## src/rtl/core/telnet_rx_option_negotiator_unit_defines.svh

```systemverilog
// Assertion macros shared by the telnet receive negotiator RTL.
`ifndef TELNET_RX_OPTION_NEGOTIATOR_UNIT_DEFINES_SVH
`define TELNET_RX_OPTION_NEGOTIATOR_UNIT_DEFINES_SVH

// Check that a condition implies another in the same cycle.
`define TNRX_ASSERT_IMP(lbl, clk, rst_n, ante, cons) \
    lbl: assert property (@(posedge clk) disable iff (!rst_n) (ante) |-> (cons)) \
        else $error("tnrx assertion failed");

// Check that a condition implies another in the next cycle.
`define TNRX_ASSERT_NXT(lbl, clk, rst_n, ante, cons) \
    lbl: assert property (@(posedge clk) disable iff (!rst_n) (ante) |=> (cons)) \
        else $error("tnrx assertion failed");

`endif

```

## src/rtl/core/tnrx_pkg.sv

```systemverilog
// Types and constants of the telnet receive option negotiator.
`timescale 1ns / 1ps
`default_nettype none
package tnrx_pkg;

    localparam int OPTION_COUNT = 256;
    localparam logic [3:0] TERM_BYTES = 4'd8;

    // telnet commands
    localparam logic [7:0] C_SE   = 8'd240;
    localparam logic [7:0] C_GA   = 8'd249;
    localparam logic [7:0] C_SB   = 8'd250;
    localparam logic [7:0] C_WILL = 8'd251;
    localparam logic [7:0] C_WONT = 8'd252;
    localparam logic [7:0] C_DO   = 8'd253;
    localparam logic [7:0] C_DONT = 8'd254;
    localparam logic [7:0] C_IAC  = 8'd255;

    // options
    localparam logic [7:0] O_ECHO   = 8'd1;
    localparam logic [7:0] O_SGA    = 8'd3;
    localparam logic [7:0] O_STATUS = 8'd5;
    localparam logic [7:0] O_TM     = 8'd6;
    localparam logic [7:0] O_TTYPE  = 8'd24;
    localparam logic [7:0] O_NAWS   = 8'd31;
    localparam logic [7:0] O_MCCP1  = 8'd85;
    localparam logic [7:0] O_MCCP2  = 8'd86;

    localparam logic [7:0] SB_IS   = 8'd0;
    localparam logic [7:0] SB_SEND = 8'd1;

    localparam logic [7:0] CH_CR = 8'd13;
    localparam logic [7:0] CH_LF = 8'd10;

    // destinations
    localparam logic [1:0] D_DISPLAY = 2'd0;
    localparam logic [1:0] D_SERVER  = 2'd1;
    localparam logic [1:0] D_PROMPT  = 2'd2;

    // configuration register indexes
    localparam logic [2:0] REG_NL     = 3'd0;
    localparam logic [2:0] REG_WIDTH  = 3'd1;
    localparam logic [2:0] REG_HEIGHT = 3'd2;
    localparam logic [2:0] REG_NAME   = 3'd3;
    localparam logic [2:0] REG_LEN    = 3'd4;

    typedef enum logic [2:0] {
        M_IDLE,
        M_IAC,
        M_VERB,
        M_SB,
        M_SB_IAC
    } t_mode;

    typedef enum logic [2:0] {
        K_DATA,
        K_PROMPT,
        K_CMD,
        K_CMD_NAWS,
        K_NAWS,
        K_TTYPE
    } t_kind;

    typedef struct packed {
        t_kind      kind;
        logic [7:0] b0;
        logic [7:0] b1;
    } t_job;

    typedef struct packed {
        logic        nl;
        logic [15:0] width;
        logic [15:0] height;
        logic [63:0] name;
        logic [3:0]  len;
    } t_cfg;

endpackage
`default_nettype wire

```

## src/rtl/core/tnrx_front.sv

```systemverilog
// Front part: parses received bytes, negotiates options, queues output jobs.
`timescale 1ns / 1ps
`default_nettype none
module tnrx_front import tnrx_pkg::*; (
    input  wire logic       i_clk,
    input  wire logic       i_rst_n,
    input  wire logic       i_s_tvalid,
    output logic            o_s_tready,
    input  wire logic [7:0] i_s_tdata,   // rx_byte
    input  wire logic       i_full,
    output logic            o_push,
    output t_job            o_job
);

    // entry bits: 0 my_enabled, 1 his_enabled, 2 we_announced, 3 he_announced
    logic [3:0] r_mem [OPTION_COUNT];
    logic       r_vld [OPTION_COUNT];
    logic [3:0] r_rd;
    logic       r_rdv;

    logic       r_busy;
    logic [7:0] r_byte;
    t_mode      r_mode, n_mode;
    logic [7:0] r_verb, n_verb;
    logic [7:0] r_sub_opt, n_sub_opt;
    logic [7:0] r_sub_first, n_sub_first;
    logic [1:0] r_sub_cnt, n_sub_cnt;
    logic       r_his_mccp2;
    logic       r_my_ttype;

    logic       w_acc;
    logic       w_wr;
    logic [3:0] w_e, n_e;
    logic       w_cmd, w_naws;
    logic [7:0] w_cmd_verb;
    logic       w_sub_in;
    logic [7:0] w_sub_b;

    assign o_s_tready = !r_busy && !i_full;
    assign w_acc      = i_s_tvalid && o_s_tready;
    assign w_e        = r_rdv ? r_rd : 4'b0000;

    // read the option entry of the accepted byte and write back the updated entry
    always_ff @(posedge i_clk) begin
        if (w_acc) begin
            r_rd <= r_mem[i_s_tdata];
        end
        if (w_wr) begin
            r_mem[r_byte] <= n_e;
        end
    end

    // hold control state and valid bits
    always_ff @(posedge i_clk) begin
        if (!i_rst_n) begin
            r_busy      <= 1'b0;
            r_rdv       <= 1'b0;
            r_mode      <= M_IDLE;
            r_verb      <= '0;
            r_sub_opt   <= '0;
            r_sub_first <= '0;
            r_sub_cnt   <= '0;
            r_his_mccp2 <= 1'b0;
            r_my_ttype  <= 1'b0;
            for (int i = 0; i < OPTION_COUNT; i++) begin
                r_vld[i] <= 1'b0;
            end
        end else begin
            if (w_acc) begin
                r_busy <= 1'b1;
                r_byte <= i_s_tdata;
                r_rdv  <= r_vld[i_s_tdata];
            end else if (r_busy) begin
                r_busy <= 1'b0;
            end
            if (r_busy) begin
                r_mode      <= n_mode;
                r_verb      <= n_verb;
                r_sub_opt   <= n_sub_opt;
                r_sub_first <= n_sub_first;
                r_sub_cnt   <= n_sub_cnt;
            end
            if (w_wr) begin
                r_vld[r_byte] <= 1'b1;
                if (r_byte == O_MCCP2) r_his_mccp2 <= n_e[1];
                if (r_byte == O_TTYPE) r_my_ttype  <= n_e[0];
            end
        end
    end

    // parse one byte and decide the reply
    always_comb begin
        n_mode      = r_mode;
        n_verb      = r_verb;
        n_sub_opt   = r_sub_opt;
        n_sub_first = r_sub_first;
        n_sub_cnt   = r_sub_cnt;
        n_e         = w_e;
        w_wr        = 1'b0;
        w_cmd       = 1'b0;
        w_naws      = 1'b0;
        w_cmd_verb  = C_DONT;
        w_sub_in    = 1'b0;
        w_sub_b     = r_byte;
        o_push      = 1'b0;
        o_job       = '{kind: K_DATA, b0: r_byte, b1: r_byte};
        if (r_busy) begin
            unique case (r_mode)
                M_IAC: begin
                    n_mode = M_IDLE;
                    if (r_byte == C_IAC) begin
                        o_push = 1'b1;
                    end else if (r_byte == C_WILL || r_byte == C_WONT ||
                                 r_byte == C_DO || r_byte == C_DONT) begin
                        n_verb = r_byte;
                        n_mode = M_VERB;
                    end else if (r_byte == C_SB) begin
                        n_sub_cnt   = '0;
                        n_sub_opt   = '0;
                        n_sub_first = '0;
                        n_mode      = M_SB;
                    end else if (r_byte == C_GA) begin
                        o_push     = 1'b1;
                        o_job.kind = K_PROMPT;
                    end
                end
                M_VERB: begin
                    n_mode = M_IDLE;
                    w_wr   = 1'b1;
                    priority if (r_verb == C_WILL) begin
                        n_e[3] = 1'b1;
                        if (!w_e[1]) begin
                            w_cmd = 1'b1;
                            if (r_byte == O_ECHO || r_byte == O_SGA || r_byte == O_STATUS ||
                                r_byte == O_TTYPE || r_byte == O_NAWS ||
                                r_byte == O_MCCP2 ||
                                (r_byte == O_MCCP1 && !r_his_mccp2)) begin
                                w_cmd_verb = C_DO;
                                n_e[1]     = 1'b1;
                            end else begin
                                w_cmd_verb = C_DONT;
                                n_e[1]     = 1'b0;
                            end
                        end
                    end else if (r_verb == C_WONT) begin
                        w_cmd      = w_e[1] || w_e[3];
                        w_cmd_verb = C_DONT;
                        n_e[1]     = 1'b0;
                        n_e[3]     = 1'b1;
                    end else if (r_verb == C_DO) begin
                        if (r_byte == O_TM) begin
                            w_cmd      = 1'b1;
                            w_cmd_verb = C_WILL;
                        end else if (!w_e[0]) begin
                            w_cmd = 1'b1;
                            if (r_byte == O_SGA || r_byte == O_STATUS ||
                                r_byte == O_NAWS || r_byte == O_TTYPE) begin
                                w_cmd_verb = C_WILL;
                                n_e[0]     = 1'b1;
                            end else begin
                                w_cmd_verb = C_WONT;
                                n_e[0]     = 1'b0;
                            end
                            n_e[2] = 1'b1;
                        end
                        w_naws = (r_byte == O_NAWS) && n_e[0];
                    end else begin
                        if (w_e[0] || !w_e[2]) begin
                            w_cmd      = 1'b1;
                            w_cmd_verb = C_WONT;
                            n_e[2]     = 1'b1;
                        end
                        n_e[0] = 1'b0;
                    end
                    o_push   = w_cmd || w_naws;
                    o_job.b0 = w_cmd_verb;
                    o_job.b1 = r_byte;
                    if (w_cmd && w_naws) o_job.kind = K_CMD_NAWS;
                    else if (w_naws)     o_job.kind = K_NAWS;
                    else                 o_job.kind = K_CMD;
                end
                M_SB: begin
                    if (r_byte == C_IAC) n_mode = M_SB_IAC;
                    else                 w_sub_in = 1'b1;
                end
                M_SB_IAC: begin
                    if (r_byte == C_SE) begin
                        n_mode     = M_IDLE;
                        o_push     = (r_sub_cnt == 2'd2) && (r_sub_opt == O_TTYPE) &&
                                     r_my_ttype && (r_sub_first == SB_SEND);
                        o_job.kind = K_TTYPE;
                    end else begin
                        n_mode   = M_SB;
                        w_sub_in = (r_byte == C_IAC);
                        w_sub_b  = C_IAC;
                    end
                end
                default: begin
                    n_mode = M_IDLE;
                    if (r_byte == C_IAC)     n_mode = M_IAC;
                    else if (r_byte != CH_CR) o_push = 1'b1;
                end
            endcase
            // keep the option byte and first data byte of a subnegotiation
            if (w_sub_in) begin
                if (r_sub_cnt == 2'd0)      n_sub_opt   = w_sub_b;
                else if (r_sub_cnt == 2'd1) n_sub_first = w_sub_b;
                if (r_sub_cnt != 2'd2)      n_sub_cnt   = r_sub_cnt + 2'd1;
            end
        end
    end

endmodule
`default_nettype wire

```

## src/rtl/core/tnrx_fifo.sv

```systemverilog
// Job queue between the front and back parts.
`timescale 1ns / 1ps
`default_nettype none
module tnrx_fifo import tnrx_pkg::*; #(
    parameter int DEPTH = 4
) (
    input  wire logic i_clk,
    input  wire logic i_rst_n,
    input  wire logic i_push,
    input  wire t_job i_job,
    input  wire logic i_pop,
    output t_job      o_job,
    output logic      o_empty,
    output logic      o_full
);

    localparam int AW = (DEPTH > 1) ? $clog2(DEPTH) : 1;
    localparam int CW = $clog2(DEPTH + 1);

    t_job          r_buf [DEPTH];
    logic [AW-1:0] r_wp, r_rp;
    logic [CW-1:0] r_cnt;

    assign o_empty = (r_cnt == '0);
    assign o_full  = (r_cnt == CW'(DEPTH));
    assign o_job   = r_buf[r_rp];

    // store pushed words
    always_ff @(posedge i_clk) begin
        if (i_push) r_buf[r_wp] <= i_job;
    end

    // advance pointers and count
    always_ff @(posedge i_clk) begin
        if (!i_rst_n) begin
            r_wp  <= '0;
            r_rp  <= '0;
            r_cnt <= '0;
        end else begin
            if (i_push) r_wp <= (r_wp == AW'(DEPTH - 1)) ? '0 : r_wp + 1'b1;
            if (i_pop)  r_rp <= (r_rp == AW'(DEPTH - 1)) ? '0 : r_rp + 1'b1;
            if (i_push && !i_pop)      r_cnt <= r_cnt + 1'b1;
            else if (!i_push && i_pop) r_cnt <= r_cnt - 1'b1;
        end
    end

endmodule
`default_nettype wire

```

## src/rtl/core/tnrx_back.sv

```systemverilog
// Back part: expands queued jobs into output words.
`timescale 1ns / 1ps
`default_nettype none
module tnrx_back import tnrx_pkg::*; (
    input  wire logic        i_clk,
    input  wire logic        i_rst_n,
    input  wire t_cfg        i_cfg,
    input  wire t_job        i_job,
    input  wire logic        i_empty,
    output logic             o_pop,
    output logic             o_m_tvalid,
    input  wire logic        i_m_tready,
    output logic [15:0]      o_m_tdata,   // dest[1:0], out_byte[9:2], zero fill
    output logic             o_m_tlast    // last
);

    typedef struct packed {
        logic [1:0] dest;
        logic [7:0] data;
        logic       skip;
    } t_slot;

    t_job       r_job;
    logic [3:0] r_step, n_step;
    logic       r_act;
    logic       r_m_valid;
    logic [9:0] r_m_data;
    logic       r_m_last;

    logic       w_gen, w_last;
    t_slot      w_cur, w_nxt;
    logic [3:0] w_n1;
    logic [3:0] w_len;

    // escape slot of a window size byte
    function automatic t_slot f_esc(input logic [7:0] b);
        f_esc = '{dest: D_SERVER, data: C_IAC, skip: (b != C_IAC)};
    endfunction

    // byte of one slot of a job
    function automatic t_slot f_slot(input t_job j, input logic [3:0] s, input t_cfg c);
        logic [2:0] idx;
        t_slot      r;
        idx = 3'(s - 4'd4);
        r   = '{dest: D_SERVER, data: C_IAC, skip: 1'b0};
        unique case (j.kind)
            K_DATA: begin
                r.dest = D_DISPLAY;
                r.data = j.b0;
            end
            K_PROMPT: begin
                if (s == 4'd0) r = '{dest: D_DISPLAY, data: CH_LF, skip: !c.nl};
                else           r = '{dest: D_PROMPT, data: 8'd0, skip: 1'b0};
            end
            K_TTYPE: begin
                unique case (s)
                    4'd0:    r.data = C_IAC;
                    4'd1:    r.data = C_SB;
                    4'd2:    r.data = O_TTYPE;
                    4'd3:    r.data = SB_IS;
                    4'd4, 4'd5, 4'd6, 4'd7, 4'd8, 4'd9, 4'd10, 4'd11:
                             r.data = c.name[{idx, 3'b000} +: 8];
                    4'd13:   r.data = C_SE;
                    default: r.data = C_IAC;
                endcase
            end
            K_CMD, K_CMD_NAWS, K_NAWS: begin
                unique case (s)
                    4'd0:    r.data = C_IAC;
                    4'd1:    r.data = j.b0;
                    4'd2:    r.data = j.b1;
                    4'd3:    r.data = C_IAC;
                    4'd4:    r.data = C_SB;
                    4'd5:    r.data = O_NAWS;
                    4'd6:    r.data = c.width[15:8];
                    4'd7:    r      = f_esc(c.width[15:8]);
                    4'd8:    r.data = c.width[7:0];
                    4'd9:    r      = f_esc(c.width[7:0]);
                    4'd10:   r.data = c.height[15:8];
                    4'd11:   r      = f_esc(c.height[15:8]);
                    4'd12:   r.data = c.height[7:0];
                    4'd13:   r      = f_esc(c.height[7:0]);
                    4'd14:   r.data = C_IAC;
                    default: r.data = C_SE;
                endcase
            end
            default: r.data = C_IAC;
        endcase
        return r;
    endfunction

    // final slot of a job
    function automatic logic [3:0] f_end(input t_kind k);
        unique case (k)
            K_DATA:             f_end = 4'd0;
            K_PROMPT:           f_end = 4'd1;
            K_CMD:              f_end = 4'd2;
            K_TTYPE:            f_end = 4'd13;
            K_CMD_NAWS, K_NAWS: f_end = 4'd15;
            default:            f_end = 4'd0;
        endcase
    endfunction

    // first slot of a job
    function automatic logic [3:0] f_start(input t_kind k, input logic nl);
        priority if (k == K_NAWS)          f_start = 4'd3;
        else if (k == K_PROMPT && !nl)     f_start = 4'd1;
        else                               f_start = 4'd0;
    endfunction

    assign w_len  = (i_cfg.len > TERM_BYTES) ? TERM_BYTES : i_cfg.len;
    assign w_cur  = f_slot(r_job, r_step, i_cfg);
    assign w_n1   = r_step + 4'd1;
    assign w_nxt  = f_slot(r_job, w_n1, i_cfg);
    assign w_last = (r_step == f_end(r_job.kind));
    assign w_gen  = r_act && (!r_m_valid || i_m_tready);
    assign o_pop  = !i_empty && (!r_act || (w_gen && w_last));

    // step past name bytes beyond the length and unused escapes
    always_comb begin
        if (r_job.kind == K_TTYPE && w_n1 >= 4'd4 && w_n1 < 4'd12 &&
            w_n1 >= 4'd4 + w_len) begin
            n_step = 4'd12;
        end else if (w_nxt.skip) begin
            n_step = w_n1 + 4'd1;
        end else begin
            n_step = w_n1;
        end
    end

    // load the output register, the job and its step
    always_ff @(posedge i_clk) begin
        if (w_gen) begin
            r_m_data <= {w_cur.data, w_cur.dest};
            r_m_last <= w_last;
        end
        if (o_pop) begin
            r_job  <= i_job;
            r_step <= f_start(i_job.kind, i_cfg.nl);
        end else if (w_gen) begin
            r_step <= n_step;
        end
    end

    // track job and output valid
    always_ff @(posedge i_clk) begin
        if (!i_rst_n) begin
            r_act     <= 1'b0;
            r_m_valid <= 1'b0;
        end else begin
            if (o_pop)                 r_act <= 1'b1;
            else if (w_gen && w_last)  r_act <= 1'b0;
            if (w_gen)            r_m_valid <= 1'b1;
            else if (i_m_tready)  r_m_valid <= 1'b0;
        end
    end

    assign o_m_tvalid = r_m_valid;
    assign o_m_tdata  = {6'b000000, r_m_data};
    assign o_m_tlast  = r_m_last;

endmodule
`default_nettype wire

```

## src/rtl/core/telnet_rx_option_negotiator_unit.sv

```systemverilog
// Top level of the telnet receive option negotiator.
`timescale 1ns / 1ps
`default_nettype none
`include "telnet_rx_option_negotiator_unit_defines.svh"
// Takes one received telnet byte per word and gives display bytes, prompt
// markers and reply bytes for the server. Bytes do not overlap: the option table
// is read in the cycle of acceptance and written back in the next. Results
// leave at one word per cycle while i_m_tready is high; a negotiation reply
// with a window size or terminal name yields up to sixteen words, absorbed by
// a job queue of QUEUE_DEPTH entries. The option table needs no clearing pass.
module telnet_rx_option_negotiator_unit import tnrx_pkg::*; #(
    parameter int QUEUE_DEPTH = 4
) (
    input  wire logic        i_clk,
    input  wire logic        i_rst_n,
    input  wire logic        i_s_tvalid,
    output logic             o_s_tready,
    input  wire logic [7:0]  i_s_tdata,    // rx_byte[7:0]
    output logic             o_m_tvalid,
    input  wire logic        i_m_tready,
    output logic [15:0]      o_m_tdata,    // dest[1:0], out_byte[9:2], zero fill
    output logic             o_m_tlast,    // last
    input  wire logic        i_cfg_valid,
    output logic             o_cfg_ready,
    input  wire logic [2:0]  i_cfg_index,
    input  wire logic [63:0] i_cfg_data
);

    t_cfg r_cfg;
    t_job w_push_job, w_pop_job;
    logic w_push, w_pop, w_empty, w_full;

    assign o_cfg_ready = 1'b1;

    // write configuration registers
    always_ff @(posedge i_clk) begin
        if (!i_rst_n) begin
            r_cfg <= '{nl: 1'b0, width: 16'd80, height: 16'd25, name: '0, len: '0};
        end else if (i_cfg_valid) begin
            unique case (i_cfg_index)
                REG_NL:     r_cfg.nl     <= i_cfg_data[0];
                REG_WIDTH:  r_cfg.width  <= i_cfg_data[15:0];
                REG_HEIGHT: r_cfg.height <= i_cfg_data[15:0];
                REG_NAME:   r_cfg.name   <= i_cfg_data;
                REG_LEN:    r_cfg.len    <= i_cfg_data[3:0];
                default:    ;
            endcase
        end
    end

    tnrx_front u_front (
        .i_clk      (i_clk),
        .i_rst_n    (i_rst_n),
        .i_s_tvalid (i_s_tvalid),
        .o_s_tready (o_s_tready),
        .i_s_tdata  (i_s_tdata),
        .i_full     (w_full),
        .o_push     (w_push),
        .o_job      (w_push_job)
    );

    tnrx_fifo #(.DEPTH(QUEUE_DEPTH)) u_fifo (
        .i_clk   (i_clk),
        .i_rst_n (i_rst_n),
        .i_push  (w_push),
        .i_job   (w_push_job),
        .i_pop   (w_pop),
        .o_job   (w_pop_job),
        .o_empty (w_empty),
        .o_full  (w_full)
    );

    tnrx_back u_back (
        .i_clk      (i_clk),
        .i_rst_n    (i_rst_n),
        .i_cfg      (r_cfg),
        .i_job      (w_pop_job),
        .i_empty    (w_empty),
        .o_pop      (w_pop),
        .o_m_tvalid (o_m_tvalid),
        .i_m_tready (i_m_tready),
        .o_m_tdata  (o_m_tdata),
        .o_m_tlast  (o_m_tlast)
    );

    `TNRX_ASSERT_IMP(a_no_overflow, i_clk, i_rst_n, w_push, !w_full || w_pop)
    `TNRX_ASSERT_IMP(a_no_underflow, i_clk, i_rst_n, w_pop, !w_empty)
    `TNRX_ASSERT_NXT(a_busy_after_accept, i_clk, i_rst_n, i_s_tvalid && o_s_tready, !o_s_tready)
    `TNRX_ASSERT_IMP(a_dest_legal, i_clk, i_rst_n, o_m_tvalid, o_m_tdata[1:0] != 2'd3)

endmodule
`default_nettype wire

```

## config.mk

```make
export PLATFORM = sky130hd
export DESIGN_NAME = telnet_rx_option_negotiator_unit
export DESIGN_NICKNAME = d
export VERILOG_FILES = /design/src/rtl/core/tnrx_pkg.sv /design/src/rtl/core/tnrx_front.sv /design/src/rtl/core/tnrx_fifo.sv /design/src/rtl/core/tnrx_back.sv /design/src/rtl/core/telnet_rx_option_negotiator_unit.sv
export VERILOG_INCLUDE_DIRS = /design/src /design/src/rtl/core
export SDC_FILE = /design/constraint.sdc
export NUM_CORES = 2
export LEC_CHECK = 0
export BUFFER_PORTS_ARGS = -buffer_cell sky130_fd_sc_hd__buf_4
export CORE_MARGIN = 1.5
export CORE_UTILIZATION = 43
export DETAILED_ROUTE_END_ITERATION = 8
export MAX_ROUTING_LAYER = met4
export PLACE_DENSITY = 0.62
export SKIP_CTS_REPAIR_TIMING = 1
export SLEW_MARGIN = 0
export SYNTH_ARGS = -nofsm -noshare
export SYNTH_HDL_FRONTEND = slang
export SYNTH_SLANG_ARGS = --single-unit
export TNS_END_PERCENT = 30
```

## constraint.sdc

```tcl
create_clock -name i_clk -period 14.51 [get_ports i_clk]
set_input_delay 1.451 -clock i_clk [delete_from_list [all_inputs] [get_ports i_clk]]
set_output_delay 1.451 -clock i_clk [all_outputs]
set_load 0.02 [all_outputs]
```

## Word level (Yosys, flattened, before mapping)

Memory sizes are Yosys's and may differ from the RTL's. A register that Yosys moved wholly into a read port is not among the register bits.
Index checks and enable logic that the tools add are counted.

- $add $sub $neg: 9
- $mul: 0
- Divide/modulo/power cells: 0
- Order comparisons: 4
- Equality and inequality tests: 67
- Shift-type cells: 1
- Muxes and demuxes: 139
- Bitwise gates (word level): 1
- Reduce and logical (&&, ||, !) cells: 70

Operators with widths:

| kind | count |
|---|---|
| 8-bit two-way mux | 22 |
| 8-bit equality test, second input constant | 11 |
| 8-bit case mux with 9 select lines | 1 |
| 1-bit two-way mux | 69 |
| 64-bit by 7-bit variable part select with 8-bit output | 1 |
| 4-bit equality test, second input constant | 10 |
| 8-bit case mux with 5 select lines | 1 |
| 4-bit two-way mux | 9 |
| 3-bit two-way mux | 11 |
| 8-bit inequality test, second input constant | 4 |
| 8-bit case mux with 4 select lines | 1 |
| 2-bit two-way mux | 14 |
| 8-bit by 5-bit equality test with 1-bit output, second input constant | 3 |
| 4-bit by 3-bit equality test with 1-bit output, second input constant | 5 |
| 19-bit two-way mux | 1 |
| 3-bit by 2-bit equality test with 1-bit output, second input constant | 6 |
| 3-bit equality test, second input constant | 6 |
| 2-bit AND reduction | 9 |
| 1-bit logical AND | 17 |
| 1-bit logical OR | 17 |
| 8-bit by 1-bit equality test with 1-bit output, second input constant | 2 |
| 8-bit by 3-bit equality test with 1-bit output, second input constant | 2 |
| 8-bit by 7-bit equality test with 1-bit output, second input constant | 2 |
| 16-bit two-way mux | 1 |
| other kinds (39) | 66 |

- Register bits: 184
- Latch bits: 0
- RAM bits: 1356
- ROM bits: 0
- Bits of input ports: 80
- Output and inout port bits: 20
- Word-level logic and storage cells: 319
- Memories kept: 3

Memories:

| name | words | bits a word | rd ports | clocked after memory_dff | wr ports | line | source |
|---|---|---|---|---|---|---|---|
| u_front.r_mem | 256 | 4 | 1 | 1 | 1 | tnrx_front.sv:16 | `logic [3:0] r_mem [OPTION_COUNT];` |
| u_front.r_vld | 256 | 1 | 1 | 1 | 256 | tnrx_front.sv:17 | `logic r_vld [OPTION_COUNT];` |
| u_fifo.r_buf | 4 | 19 | 1 | 1 | 1 | tnrx_fifo.sv:20 | `t_job r_buf [DEPTH];` |

## Depth between registers and ports, before layout

- Depth after elaboration: 25
- Gate-level depth with buffers: 13
- Mapped depth without buffers: 11

## By module

Synthesis repeated with hierarchy kept, for this count alone.

- Cell total of the unflattened synthesis: 3898
- Area, all modules: 62322.3 µm²

Modules (own cells, without submodules):

| module | instances | cells each | area each (µm²) | seq. area each (µm²) |
|---|---|---|---|---|
| tnrx_front | 1 | 2969 | 51648.3 | 36895.4 |
| telnet_rx_option_negotiator_unit | 1 | 409 | 4028.9 | 2021.9 |
| tnrx_back | 1 | 377 | 3402.0 | 1061.0 |
| tnrx_fifo | 1 | 143 | 3243.1 | 2462.4 |

## Least setup slack after synthesis

OpenSTA, ideal clock, no wires.

- Path type: register -> register
- From: register u_front.r_mode[0]
- To: memory u_front.r_mem[0][2] (data pin)
- Setup time: 2.187 ns
- Data arrival time: 11.046 ns
- Required time: 12.323 ns
- Setup slack: 1.277 ns
- Cell stages (with the launch flop): 7
- Buffers on the path: 2
- Clock period less this slack: 13.233 ns
- Cells stage by stage: dfxtp_1 clkbuf_1 nor3b_2 and2_1 buf_2 nand2_1 o21ai_0

- Longest elaborated chain between the ends: 3

RTL lines:

| element | line | source |
|---|---|---|
| start: declaration | tnrx_front.sv:23 | `t_mode r_mode, n_mode;` |
| start signal: assignment | tnrx_front.sv:77 | `r_mode <= n_mode;` |
| 3-bit by 2-bit equality test with 1-bit output | tnrx_front.sv:108 | `unique case (r_mode)` |
| 4-bit two-way mux | tnrx_front.sv:108 |  |
| 4-bit two-way mux | tnrx_front.sv:107 | `if (r_busy) begin` |
| net u_front.n_e[2] | tnrx_front.sv:33 | `logic [3:0] w_e, n_e;` |
| end: declaration | tnrx_front.sv:16 |  |

The timed path passes the listed nets, and every way through them passes these cells.

==> run_results.csv <==
group,metric,value,unit
logic_synthesis,synth_top_area_share,0.5541,
finish,regArea,0.04244,mm2
finish,stdcell_area,0.06954,mm2
timing,slew_headroom,0.2104,
critical_path,r2r-start,"u_front.r_byte[3]",
finish,num-nets-final,4016,
clock_tree,cts_buffers,160,
logic_synthesis,yosys-top-cells-count,"edfxtp_1 (1146), dfxtp_1 (401), mux4_2 (353)",
clock_tree,insertion_delay,810,ps
critical_path,path_class,"input pin to flop",
critical_path,cp.depth,9,
critical_path,r2r_end,"u_front.r_mem[202][1]",
finish,synthToLayoutAreaGrowth,11.97,%
critical_path,crit_path_top_delay_cell,"buf_4",
critical_path,crit_arrival,6250,ps
clock_tree,clock_sinks,1547,
floorplanning,core_area,0.1435,mm2
critical_path,endpoint,"u_front.r_rd[2]",
floorplanning,start_util,0.4329,
timing,tightest_slew,1184,ps
detailed_routing,route.detailed.vias_per_inst,5.867,
detailed_routing,routed_wl,150400,um
logic_synthesis,synth_flop_cell,"edfxtp_1",
floorplanning,die_h,383.1,um
run_status,status,"finished clean",
placement,dp.cells,5660,
logic_synthesis,yosys_register_bits,1547,
critical_path,r2r_cells,9,
critical_path,required,15020,ps
grt,grt_max_degree,249,
finish,multi_input_area,0.01831,mm2
logic_synthesis,yosysMostFrequentCell,"edfxtp_1",
timing,fin_ws,8773,ps
clock_tree,cts_tree,"yes",
pwr,vdd_drop_max,96.66,uV
logic_synthesis,avgSynthCellArea,15.95,um2
finish,n_fill_cell,12055,
detailed_routing,route.detailed.drc,0,
logic_synthesis,async_flop_share,0,
timing,grt_setup_unrepaired,"false",
logic_synthesis,yosysTopAreaCell,"edfxtp_1",
critical_path,crit_path_start_kind,"input pin",
critical_path,worst_path_largest_cell_delay,870,ps
floorplanning,die_area,0.1467,mm2
timing,tns,0,ps
logic_synthesis,synth_cell_types,88,
critical_path,r2r_slack,10090,ps
detailed_routing,wire_per_inst,25.23,um
critical_path,crit_top_cell,"buf_4",
logic_synthesis,synth_area,0.06211,mm2
detailed_routing,drtIter0Drc,3282,
placement,place_hpwl,90320,um
detailed_routing,num_vias,34977,
logic_synthesis,synth_edf_count,1146,
timing,setup_viol,0,
timing,slew_violations,0,
grt,grt_usage,0.2114,
critical_path,crit_start,"i_s_tdata[0]",
timing,hold_viol,0,
pwr,p_leak,22.31,nW
logic_synthesis,yosys-top-cells-area,"edfxtp_1 (55%), dfxtp_1 (13%), mux4_2 (13%), o21a_1 (3.2%), nor2_1 (2.0%)",
critical_path,cp.buffers_inverters,4,
finish,drive_gt1_frac,0.1890,
run,max-cap-violations,0,
grt,grt_pass1_wl,227000,um
critical_path,end_kind,"flop",
critical_path,path_delay_family,"buffers and inverters",
placement,pre_cts_slack,7861,ps
placement,placed_cell_area,0.06433,mm2
placement,portBuffers,92,
grt,grt_pass1_vias,34985,
hold_path,hp-class,"flop to flop",
pwr,cellPowerDensity,146.2,mW/mm2
critical_path,path_cells,"buf_8, buf_4, buf_4, buf_4, mux4_2, a22oi_1, a21oi_1, nor3_1, o221ai_1",
logic_synthesis,seq_area_frac_synth,0.6833,
floorplanning,pin_count,100,
logic_synthesis,synth_warnings,0,
grt,grt-ovfl-total,0,
timing,skew,33.00,ps
logic_synthesis,syn_inst,3895,
timing,fin_crit_sh,0.3954,
timing,period_needed,5737,ps
clock_tree,cts_max_level,4,
placement,globalplace.congestion,0.8663,
pwr,finalPower,10.17,mW
timing,fmax,0.1743,GHz
critical_path,critPathMaxFanout,58,
clock_tree,cts-root-buf,"clkbuf_16",
floorplanning,rows,139,
detailed_routing,ant_nets,0,
clock_tree,clockBufferDepth,3,
finish,fin_cells,5962,
floorplanning,dieWidth,383.1,um
grt,antenna_found_initial,0,
detailed_routing,dr.pass1.iters,5,
clock_tree,clk_pin_slew_worst_paths,60,ps
stage by stage:
stage	utilization	hold slack (ps)
finish	0.4847	459.8
floorplan	-	433.0
CTS	0.4847	460.8
detailed placement	0.4484	447.6
global placement	0.4484	441.5
global route	0.4847	469.5
worst min path at each step:
stage	startpoint	cells past startpoint	end	slack (ps)
after floorplan	u_front.r_verb[4]	1	u_front.r_verb[4]	430
after global placement	u_front.r_vld[147]	1	u_front.r_vld[147]	440
after detailed placement	u_front.r_vld[248]	1	u_front.r_vld[248]	450
after CTS	u_front.r_vld[95]	1	u_front.r_vld[95]	460
after global routing	u_front.r_vld[183]	1	u_front.r_vld[183]	470
final	u_front.r_vld[70]	1	u_front.r_vld[70]	460
layout by cell type, fill, tap and decap left out, types with 18 or more instances in the layout:
master | netlist | layout
mux2i_1 | 37 | 37
o21a_1 | 264 | 264
mux4_2 | 353 | 353
nand4_1 | 21 | 21
dfxtp_1 | 401 | 401
clkinv_1 | 1 | 18
clkbuf_8 | 0 | 19
o21ai_0 | 40 | 38
clkinv_2 | 0 | 27
a21boi_0 | 90 | 90
a221oi_1 | 38 | 38
a22oi_1 | 93 | 93
nor2_1 | 333 | 332
a22o_1 | 44 | 44
nor2b_1 | 50 | 48
buf_4 | 21 | 134
nand2_1 | 274 | 274
a21oi_1 | 78 | 78
clkbuf_1 | 176 | 50
clkbuf_16 | 0 | 162
nand3_1 | 44 | 39
edfxtp_1 | 1146 | 1146
nor3_1 | 25 | 25
area by class of cell:
| class | count | area share |
|---|---|---|
| tap | 1903 | 0.03424 |
| clock buffer | 231 | 0.06475 |
| antenna | 1 | 0.00003598 |
| multi-input combinational | 2049 | 0.2633 |
| timing repair buffer | 140 | 0.01598 |
| inverter | 21 | 0.001241 |
| clock inverter | 70 | 0.01017 |
| sequential | 1547 | 0.6103 |
logic make-up (layout without fill, tap and decap cells):
logic type                 Yosys count  count (layout)  share of synthesized area
muxes                              393             393                     0.1345
other                                2               8                  0.0001209
xor gates and xnor gates             6               6                  0.0009672
DFF                               1547            1547                     0.6833
adders and majority gates           17              17                   0.003546
buffers and inverters              304             462                    0.02367
AOI/OAI and AO/OA                  779             779                    0.09221
and+or+nand+nor                    847             847                    0.06165
routing by layer:
layer,part of all wire,up-vias,global-route usage
met5,0,-,-
met1,0.43,18261,0.2926
met2,0.48,1180,0.3267
met3,0.067,211,0.03369
met4,0.021,0,0.05563
li1,-,15325,-
flip-flops by register name (all words and copies together), names as in the netlist, 2 cells and up, named ones only:
signal / count
u_fifo.r_wp: 2
u_front.r_byte: 8
u_back.r_m_data: 10
u_front.r_vld: 256
u_front.r_mem: 1024
u_front.r_sub_opt: 8
u_fifo.r_buf: 76
r_cfg: 101
u_fifo.r_rp: 2
u_back.r_job: 19
u_front.r_sub_cnt: 2
u_front.r_mode: 3
u_front.r_verb: 8
u_front.r_rd: 4
u_front.r_sub_first: 8
u_back.r_step: 4
u_fifo.r_cnt: 3
where the power goes:
group          total (mW)  internal, mW  switching [mW]
sequential           4.98          4.90          0.0835
combinational        1.14         0.406           0.733
clock                4.05          2.31            1.74
total                10.2          7.61            2.56
Power figures use the tool's default switching activity.
